==> src/design/lprf_pkg.sv <==
// Package for the lidar ROI filter: widths, word types, limit tables and helpers.
`default_nettype none
package lprf_pkg;

   localparam int COORD_WIDTH  = 20;
   localparam int INTENSITY_W  = 16;
   localparam int SPEED_W      = 8;
   localparam int SPEED_LEVELS = 1 << SPEED_W;

   // past the radius test |a|, |z|, |rot_y| stay below 2^19
   localparam int MAG_W    = 19;
   localparam int SQ_W     = 2 * MAG_W;
   localparam int B_W      = 14;
   localparam int BSQ_W    = 2 * B_W;
   localparam int RX_W     = 14;
   localparam int RXSQ_W   = 2 * RX_W;
   localparam int RHO2_W   = SQ_W + 1;
   localparam int DIST2_W  = SQ_W + 2;
   localparam int RAD2_W   = 38;
   localparam int TAN2_W   = 24;
   localparam int TAN2_FRAC = 24;
   localparam int PROD_W   = 64;

   localparam int SPLIT_A  = 19;
   localparam int P40_LO_W = TAN2_W + SPLIT_A;
   localparam int P40_HI_W = TAN2_W + SQ_W - SPLIT_A;
   localparam int SPLIT_R  = 20;
   localparam int PE_LO_W  = TAN2_W + SPLIT_R;
   localparam int PE_HI_W  = TAN2_W + RHO2_W - SPLIT_R;

   localparam int EXT_W = (COORD_WIDTH + 2 > MAG_W + 1) ? COORD_WIDTH + 2 : MAG_W + 1;

   localparam logic signed [COORD_WIDTH-1:0] COORD_MAX = {1'b0, {(COORD_WIDTH-1){1'b1}}};
   localparam logic signed [COORD_WIDTH-1:0] COORD_MIN = {1'b1, {(COORD_WIDTH-1){1'b0}}};
   localparam logic signed [COORD_WIDTH-1:0] CX_MM     = COORD_WIDTH'(2500);
   localparam logic signed [COORD_WIDTH-1:0] XMIN_MM   = COORD_WIDTH'(-13000);
   localparam logic signed [EXT_W-1:0]       A_OFS_MM  = EXT_W'(5000);
   localparam logic [EXT_W-1:0]              MAG_MAX   = EXT_W'((1 << MAG_W) - 1);

   localparam int ELEV_KNEE_SPEED = 60;
   localparam int ELEV_LIM_LOW    = 225;
   localparam int ELEV_LIM_BASE   = 95;
   localparam int FOUR_DEG_TENTHS = 40;
   localparam logic [63:0] PI_Q30 = 64'd3373259426;

   typedef struct packed {
      logic signed [COORD_WIDTH-1:0] point_x;
      logic signed [COORD_WIDTH-1:0] point_y;
      logic signed [COORD_WIDTH-1:0] point_z;
      logic [INTENSITY_W-1:0]        point_intensity;
      logic                          frame_end;
   } req_word_type;

   typedef struct packed {
      logic                          keep;
      logic signed [COORD_WIDTH-1:0] rot_x;
      logic signed [COORD_WIDTH-1:0] rot_y;
      logic signed [COORD_WIDTH-1:0] out_z;
      logic [INTENSITY_W-1:0]        out_intensity;
      logic                          out_frame_end;
   } rsp_word_type;

   typedef struct packed {
      logic [RAD2_W-1:0] rad2;
      logic [TAN2_W-1:0] elev_tan2;
      logic              elev_neg;
   } cfg_type;

   typedef struct packed {
      rsp_word_type     word;
      logic             a_pos;
      logic             a_neg;
      logic             z_pos;
      logic             z_neg;
      logic [MAG_W-1:0] mag_a;
      logic [MAG_W-1:0] mag_z;
      logic [MAG_W-1:0] mag_ry;
      logic [B_W-1:0]   mag_b;
      logic [RX_W-1:0]  mag_rx;
   } geom_type;

   typedef struct packed {
      rsp_word_type      word;
      logic              a_pos;
      logic              a_neg;
      logic              z_pos;
      logic              z_neg;
      logic [SQ_W-1:0]   a2;
      logic [SQ_W-1:0]   z2;
      logic [SQ_W-1:0]   ry2;
      logic [BSQ_W-1:0]  b2;
      logic [RXSQ_W-1:0] rx2;
   } square_type;

   typedef struct packed {
      rsp_word_type        word;
      logic                a_pos;
      logic                z_pos;
      logic                z_neg;
      logic [BSQ_W-1:0]    b2;
      logic [SQ_W-1:0]     z2;
      logic [RHO2_W-1:0]   rho2;
      logic [P40_LO_W-1:0] p40_lo;
      logic [P40_HI_W-1:0] p40_hi;
   } combine_type;

   typedef struct packed {
      rsp_word_type       word;
      logic               z_pos;
      logic               z_neg;
      logic [SQ_W-1:0]    z2;
      logic [PE_LO_W-1:0] pe_lo;
      logic [PE_HI_W-1:0] pe_hi;
   } elev_type;

   typedef logic [SPEED_LEVELS-1:0][RAD2_W-1:0] rad2_rom_type;
   typedef logic [SPEED_LEVELS-1:0][TAN2_W-1:0] tan2_rom_type;
   typedef logic [SPEED_LEVELS-1:0]             neg_rom_type;

   // restoring long division, table construction only
   function automatic logic [63:0] udiv_u64(input logic [63:0] num, input logic [63:0] den);
      logic [63:0] quo, rem;
      quo = '0;
      rem = '0;
      for (int i = 63; i >= 0; i--) begin
         rem = {rem[62:0], num[i]};
         if (rem >= den) begin
            rem    = rem - den;
            quo[i] = 1'b1;
         end
      end
      return quo;
   endfunction

   // tan^2 of t tenths of a degree, Q24, truncated Taylor series in Q30
   function automatic logic [63:0] tan2_q24(input int t);
      logic [63:0] th, th2, s, st, c, ct;
      th  = (64'(t) * PI_Q30) / 64'd1800;
      th2 = (th * th) >> 30;
      s   = th;
      st  = th;
      c   = 64'd1 << 30;
      ct  = c;
      st  = ((st * th2) >> 30) / 64'd6;
      ct  = ((ct * th2) >> 30) / 64'd2;
      s   = s - st;
      c   = c - ct;
      st  = ((st * th2) >> 30) / 64'd20;
      ct  = ((ct * th2) >> 30) / 64'd12;
      s   = s + st;
      c   = c + ct;
      st  = ((st * th2) >> 30) / 64'd42;
      ct  = ((ct * th2) >> 30) / 64'd30;
      s   = s - st;
      c   = c - ct;
      st  = ((st * th2) >> 30) / 64'd72;
      ct  = ((ct * th2) >> 30) / 64'd56;
      s   = s + st;
      c   = c + ct;
      return udiv_u64(s * s, (c * c) >> 24);
   endfunction

   // elevation limit in tenths of a degree
   function automatic int elev_limit(input int speed);
      return (speed < ELEV_KNEE_SPEED) ? ELEV_LIM_LOW
                                       : ELEV_LIM_BASE - 2 * (speed - ELEV_KNEE_SPEED);
   endfunction

   function automatic rad2_rom_type build_rad2_rom();
      rad2_rom_type rom;
      logic [63:0]  rm;
      for (int s = 0; s < SPEED_LEVELS; s++) begin
         rm     = 64'(((9 * s + 2) / 5) * 1000);
         rom[s] = RAD2_W'(rm * rm);
      end
      return rom;
   endfunction

   function automatic tan2_rom_type build_tan2_rom();
      tan2_rom_type rom;
      int           lim;
      for (int s = 0; s < SPEED_LEVELS; s++) begin
         lim    = elev_limit(s);
         rom[s] = TAN2_W'(tan2_q24((lim < 0) ? -lim : lim));
      end
      return rom;
   endfunction

   function automatic neg_rom_type build_neg_rom();
      neg_rom_type rom;
      for (int s = 0; s < SPEED_LEVELS; s++) begin
         rom[s] = (elev_limit(s) < 0);
      end
      return rom;
   endfunction

   localparam rad2_rom_type      RAD2_ROM      = build_rad2_rom();
   localparam tan2_rom_type      ELEV_TAN2_ROM = build_tan2_rom();
   localparam neg_rom_type       ELEV_NEG_ROM  = build_neg_rom();
   localparam logic [TAN2_W-1:0] TAN2_FOUR_DEG = TAN2_W'(tan2_q24(FOUR_DEG_TENTHS));
   localparam cfg_type CFG_RESET = '{rad2:      RAD2_ROM[0],
                                     elev_tan2: ELEV_TAN2_ROM[0],
                                     elev_neg:  ELEV_NEG_ROM[0]};

   // magnitude clamped to MAG_W bits; a clamped value always fails the radius
   function automatic logic [MAG_W-1:0] sat_mag(input logic [EXT_W-1:0] v);
      return (v > MAG_MAX) ? {MAG_W{1'b1}} : v[MAG_W-1:0];
   endfunction

endpackage
`default_nettype wire

==> src/design/lprf_combine.sv <==
// Stage 3: radius and 150 degree tests, rho^2, partial products of the 4 degree test.
`default_nettype none
module lprf_combine import lprf_pkg::*; (
   input  wire logic       clock,
   input  wire logic       reset,
   input  wire logic       advance,
   input  wire cfg_type    cfg,
   input  wire logic       in_valid,
   input  wire square_type in_square,
   output logic           out_valid,
   output combine_type    out_combine
);

   logic               valid_ff;
   combine_type        combine_ff, combine_in;
   logic [DIST2_W-1:0] dist2;
   logic [SQ_W-1:0]    b2_x3;
   logic               rad_ok, cone_fail;

   always_comb begin
      dist2 = DIST2_W'(in_square.a2) + DIST2_W'(in_square.b2) + DIST2_W'(in_square.z2);
      rad_ok = dist2 <= DIST2_W'(cfg.rad2);
      b2_x3 = (SQ_W'(in_square.b2) << 1) + SQ_W'(in_square.b2);
      cone_fail = in_square.a_neg && (b2_x3 < in_square.a2);

      combine_in.word      = in_square.word;
      combine_in.word.keep = in_square.word.keep && rad_ok && !cone_fail;
      combine_in.a_pos     = in_square.a_pos;
      combine_in.z_pos     = in_square.z_pos;
      combine_in.z_neg     = in_square.z_neg;
      combine_in.b2        = in_square.b2;
      combine_in.z2        = in_square.z2;
      combine_in.rho2      = RHO2_W'(in_square.rx2) + RHO2_W'(in_square.ry2);
      combine_in.p40_lo    = P40_LO_W'(TAN2_FOUR_DEG) * P40_LO_W'(in_square.a2[SPLIT_A-1:0]);
      combine_in.p40_hi    = P40_HI_W'(TAN2_FOUR_DEG) *
                             P40_HI_W'(in_square.a2[SQ_W-1:SPLIT_A]);
   end

   always_ff @(posedge clock) begin
      if (reset) begin
         valid_ff <= 1'b0;
      end else if (advance) begin
         valid_ff <= in_valid;
      end
   end

   always_ff @(posedge clock) begin
      if (advance) begin
         combine_ff <= combine_in;
      end
   end

   assign out_valid   = valid_ff;
   assign out_combine = combine_ff;

endmodule
`default_nettype wire

==> config.mk <==
export PLATFORM = sky130hd
export DESIGN_NAME = lprf_combine
export DESIGN_NICKNAME = d
export VERILOG_FILES = /design/src/design/lprf_pkg.sv /design/src/design/lprf_combine.sv
export SDC_FILE = /design/constraint.sdc
export NUM_CORES = 1
export LEC_CHECK = 0
export ABC_AREA = 0
export BUFFER_PORTS_ARGS = -buffer_cell sky130_fd_sc_hd__buf_2
export CORE_AREA = 2 2 232 234
export DETAILED_ROUTE_END_ITERATION = 6
export DIE_AREA = 0 0 234 236
export GPL_ROUTABILITY_DRIVEN = 0
export PLACE_DENSITY_LB_ADDON = 0.1
export SLEW_MARGIN = 30
export SYNTH_ARGS = -nofsm -noshare
export SYNTH_HDL_FRONTEND = slang
export SYNTH_SLANG_ARGS = --single-unit
==> constraint.sdc <==
create_clock -name clock -period 6.5 [get_ports clock]
set_input_delay 1.3 -clock clock [delete_from_list [all_inputs] [get_ports clock]]
set_output_delay 1.3 -clock clock [all_outputs]
set_load 0.01 [all_outputs]
Yosys cells after proc, flatten, opt, wreduce, memory -nomap -nowiden

Index checks and enable logic that the tools add are counted.

Input bits: 319
Register bits: 255
Logic and storage cells: 27
Output and inout bits: 273

Add/subtract/negate cells: 4
Magnitude comparators: 2
Multiply operators: 2
Reductions and logical operators: 4

Operators by type and width:

| cell                                               | count |
|---|---|
| multiplier 15 x 19 -> 34 bit, first input constant | 2 |
| adder 39 x 38 -> 40 bit                            | 1 |
| <= comparator 40 x 38 -> 1 bit                     | 1 |
| adder 28 x 38 -> 39 bit                            | 1 |
| adder 38 x 28 -> 39 bit                            | 1 |
| < comparator 30 x 38 -> 1 bit                      | 1 |
| adder 29 x 28 -> 30 bit                            | 1 |
| logical AND 1 bit                                  | 3 |
| logical NOT 1 bit                                  | 1 |

Depth between registers and ports, before layout

Word-level depth: 5
Gate-level depth with buffers: 25
Gate-level depth less buffers: 25

Least setup slack after synthesis

No wires, ideal clock.

Kind: input-to-reg
From: input port in_square[164] (netlist name)
To: register combine_ff (netlist bit out_combine[35]), data pin
Arrival: 5.912 ns
Path slack: 0.323 ns
Data required time: 6.235 ns
Setup time: 0.265 ns
Path buffers: 0
Stages on the path: 20
Cell sequence: inv_1 -> ha_1 -> inv_1 -> fa_1 -> inv_1 -> ha_1 -> inv_1 -> fa_1 -> fa_1 -> inv_1 -> fa_1 -> ha_1 -> a21oi_1 -> nor2_1 -> a211o_1 -> o21bai_1 -> a21oi_1 -> o311a_1 -> a221oi_1 -> xnor2_1

RTL lines:

| item                 | line               | RTL |
|---|---|---|
| from (decl)          | lprf_combine.sv:9  | `input wire square_type in_square,` |
| to (signal assigned) | lprf_combine.sv:49 | `combine_ff <= combine_in;` |
| to (decl)            | lprf_combine.sv:15 | `combine_type combine_ff, combine_in;` |

==> qor.json <==
{
  "portBuffers": {"value": 548},
  "power_per_cell_area": {"value": 335, "unit": "nW/um^2"},
  "synth_enable_flop_cells": {"value": 254},
  "worst_hold_path_startpoint": {"value": "out_valid"},
  "dr.pass1.iters": {"value": 5},
  "async_s_r_ff_share_synth": {"value": 0, "unit": "%"},
  "global_route.usage.met2": {"value": 44.3, "unit": "%"},
  "antenna_violations_before_repair": {"value": 16},
  "cts_buffers": {"value": 30},
  "grt_first_pass_wirelength": {"value": 107, "unit": "mm"},
  "die_h": {"value": 236, "unit": "microns"},
  "reg2regPathDepth": {"value": 2},
  "placeableCoreArea": {"value": 53100, "unit": "sq um"},
  "r2r_setup_slack": {"value": 5.92, "unit": "ns"},
  "remaining_drc_errors": {"value": 0},
  "design.die.area": {"value": 55200, "unit": "sq um"},
  "global_route.usage.total": {"value": 25.0, "unit": "%"},
  "postSynthAreaPerCell": {"value": 10.6, "unit": "sq um"},
  "chipWidth": {"value": 234, "unit": "microns"},
  "drive_above_1_share": {"value": 25.0, "unit": "%"},
  "mostFrequentLayoutCell": {"value": "sky130_fd_sc_hd__buf_2"},
  "portion_of_the_post_synthesis_area_used_by_sequential_elements": {"value": 31.2, "unit": "%"},
  "critical_path.top_delay_family": {"value": "compound AO/OA/AOI/OAI gates"},
  "sink_of_the_worst_hold_path": {"value": "out_valid"},
  "floorplan.rows": {"value": 85},
  "setup_skew": {"value": 0, "unit": "ns"},
  "dr_total_vias": {"value": 19681},
  "worst-path-stages": {"value": 25},
  "cells_after_synth": {"value": 2315},
  "design_power_total": {"value": 10.1, "unit": "mW"},
  "via_per_instance_ratio": {"value": 5.24},
  "worst_path_most_repeated_cell": {"value": "sky130_fd_sc_hd__buf_4"},
  "tritoncts": {"value": "done"},
  "antenna_left": {"value": 0},
  "startpoint_type": {"value": "input pin"},
  "number_of_maximum_capacitance_constraint_violations": {"value": 0},
  "grt_use_met3": {"value": 3.47, "unit": "%"},
  "endpoint_kind": {"value": "flip-flop"},
  "layout.nets": {"value": 3981},
  "place.detailed.instances": {"value": 3689},
  "routed_wirelength": {"value": 70.1, "unit": "mm"},
  "achievable-frequency": {"value": 0.160, "unit": "GHz"},
  "finalCritPeriodShare": {"value": 96.3, "unit": "%"},
  "post_synth_instance_area": {"value": 24500, "unit": "sq um"},
  "finalMaxSlewViolations": {"value": 0},
  "route.detailed.wl_per_inst": {"value": 18.7, "unit": "microns"},
  "grt_pass1_vias": {"value": 19873},
  "starting_density_of_the_core": {"value": 46.3, "unit": "%"},
  "top_usage_layer_grt": {"value": "met2"},
  "detailedRoute.firstIterationViolations": {"value": 977},
  "holdBufCountCts": {"value": 0},
  "rsz_0062_raised_after_global_routing": {"value": "no"},
  "syn_to_final_growth": {"value": 23.0, "unit": "%"},
  "ys_ff_latch": {"value": 255},
  "path_class": {"value": "input pin to flip-flop"},
  "crit_arrival": {"value": 6.70, "unit": "ns"},
  "post_layout_nonfiller_instances": {"value": 3754},
  "outcome": {"value": "completed"},
  "crit_path_required_time": {"value": 6.95, "unit": "ns"},
  "crit-reg2reg-capture": {"value": "out_valid"},
  "synth_warn": {"value": 0},
  "timing.max_slew.rel_slack": {"value": 37.1, "unit": "%"},
  "cts.root.buffer_cell": {"value": "sky130_fd_sc_hd__clkbuf_16"},
  "min-delay-path-class": {"value": "flip-flop to flip-flop"},
  "timing.critical_path.slowest_stage_cell": {"value": "sky130_fd_sc_hd__fa_1"},
  "clk_latency": {"value": 0.57, "unit": "ns"},
  "worstPathMaxFanout": {"value": 4},
  "numClockSinks": {"value": 255},
  "ys_dominant_reg_cell": {"value": "sky130_fd_sc_hd__edfxtp_1"},
  "most-common-layout-cells": {"value": "sky130_fd_sc_hd__buf_2 (547), sky130_fd_sc_hd__ha_1 (506), sky130_fd_sc_hd__inv_1 (425), sky130_fd_sc_hd__edfxtp_1 (254), sky130_fd_sc_hd__a21oi_1 (147)"},
  "hold-path-cell-count": {"value": 2},
  "grt_overflow_total": {"value": 0},
  "clk_pin_slew": {"value": 0.07, "unit": "ns"},
  "worst_path_largest_cell_delay": {"value": 0.53, "unit": "ns"},
  "cts.htree.levels": {"value": 1},
  "leak_pwr": {"value": 15.7, "unit": "nW"},
  "max-vdd-ir-drop": {"value": 0.375, "unit": "mV"},
  "critPathBufInv": {"value": 6},
  "synth_cell_types": {"value": 73},
  "groute.layer.met1.usage": {"value": 31.9, "unit": "%"},
  "finalSetupViolCount": {"value": 0},
  "largest_net_degree_at_the_start_of_global_routing": {"value": 143},
  "ios": {"value": 592},
  "period_needed": {"value": 6.26, "unit": "ns"},
  "tightestPinTransition": {"value": 0.944, "unit": "ns"},
  "final_hold_viol_count": {"value": 0},
  "dpl.hpwl": {"value": 60.2, "unit": "mm"},
  "clockBufferDepth": {"value": 3},
  "r2r-start": {"value": "out_valid"}
}
flip-flops by register name, summed over array words and instances (netlist names):
signal / flops
out_combine: 254
out_valid: 1
worst max-delay path by stage:
stage | from | end
3_5_place_dp | in_square[29] | out_combine[271]
2_1_floorplan | in_square[164] | out_combine[35]
5_1_grt | in_square[29] | out_combine[271]
6_report | in_square[29] | out_combine[271]
4_1_cts | in_square[29] | out_combine[271]
3_3_place_gp | in_square[29] | out_combine[271]
logic make-up (layout without fill, tap and decap cells):
logic type,count (synthesis),in the layout,synth area share [%]
DFF,255,255,31.2
and+or+nand+nor,341,341,6.96
adders and majority gates,637,637,36.5
other,1,27,0.0153
xor gates and xnor gates,131,131,4.67
muxes,7,7,0.285
AOI/OAI and AO/OA,486,486,13.2
buffers and inverters,457,1174,7.27
metal layers:
| metal | up-vias | routed length (microns) | part of all wire [%] |
|---|---|---|---|
| li1 | 9580 | - | - |
| met1 | 9427 | 29100 | 42 |
| met2 | 577 | 35200 | 50 |
| met3 | 91 | 4280 | 6.1 |
| met4 | 6 | 1490 | 2.1 |
| met5 | - | 34 | 0.048 |
cell usage after synthesis, types with 8 or more instances:
cell,count,area (sq um)
sky130_fd_sc_hd__and3_1,18,113
sky130_fd_sc_hd__ha_1,506,6330
sky130_fd_sc_hd__xnor2_1,91,797
sky130_fd_sc_hd__o211ai_1,8,60.1
sky130_fd_sc_hd__a31oi_1,11,68.8
sky130_fd_sc_hd__o21a_1,22,165
sky130_fd_sc_hd__nand3_1,22,110
sky130_fd_sc_hd__or2_2,10,62.6
sky130_fd_sc_hd__a21oi_1,147,736
sky130_fd_sc_hd__nor2b_1,20,125
sky130_fd_sc_hd__clkbuf_1,12,45.0
sky130_fd_sc_hd__a21o_1,97,728
sky130_fd_sc_hd__o21ai_0,72,360
sky130_fd_sc_hd__o21bai_1,20,150
sky130_fd_sc_hd__nor3_1,41,205
sky130_fd_sc_hd__nand2b_1,20,125
sky130_fd_sc_hd__o31ai_1,12,90.1
sky130_fd_sc_hd__edfxtp_1,254,7630
sky130_fd_sc_hd__nor2_1,79,297
sky130_fd_sc_hd__xor2_1,40,350
sky130_fd_sc_hd__a211oi_1,25,188
sky130_fd_sc_hd__nand2_1,69,259
sky130_fd_sc_hd__nand4_1,30,188
sky130_fd_sc_hd__fa_1,131,2620
sky130_fd_sc_hd__buf_4,18,135
sky130_fd_sc_hd__inv_1,425,1600
power by group:
| part | internal, mW | switching, mW |
|---|---|---|
| Sequential | 2.32 | 0.0730 |
| Combinational | 2.77 | 3.18 |
| Clock | 1.06 | 0.715 |
| Total | 6.15 | 3.97 |
metrics by stage:
step                      hold WS (ns)  area (sq um)  setup slack, ns  util (%)  setup TNS [ns]
after floorplan                  0.528         24600            0.323         -               0
after global placement           0.482         29100           -0.323      54.9          -0.921
after detailed placement         0.495         29100           -0.386      54.9           -1.35
after CTS                        0.511         30200            0.247      56.9               0
after global routing             0.541         30200          0.00529      56.9               0
final                            0.500         30200            0.241      56.9               0
final cells by class:
class | instances | area, sq um
inverter | 426 | 1600
clock buffer | 32 | 779
sequential | 255 | 7650
timing repair buffer | 692 | 3850
antenna | 9 | 22.5
fill | 4693 | 22900
tap | 696 | 871
multi-input combinational | 1620 | 15200
clock inverter | 24 | 248
tightest hold or removal path: stages (launching register included):
cell                      delay, ns
sky130_fd_sc_hd__dfxtp_1       0.33
sky130_fd_sc_hd__mux2i_1       0.07
sky130_fd_sc_hd__nor2_1        0.07
repair_timing:
action	CTS	global route
endpoints found under the setup margin	0	1
endpoints found under the hold margin	0	0
buffers inserted	0	0
resized for setup	0	2
(Power assumes the default switching activity.)
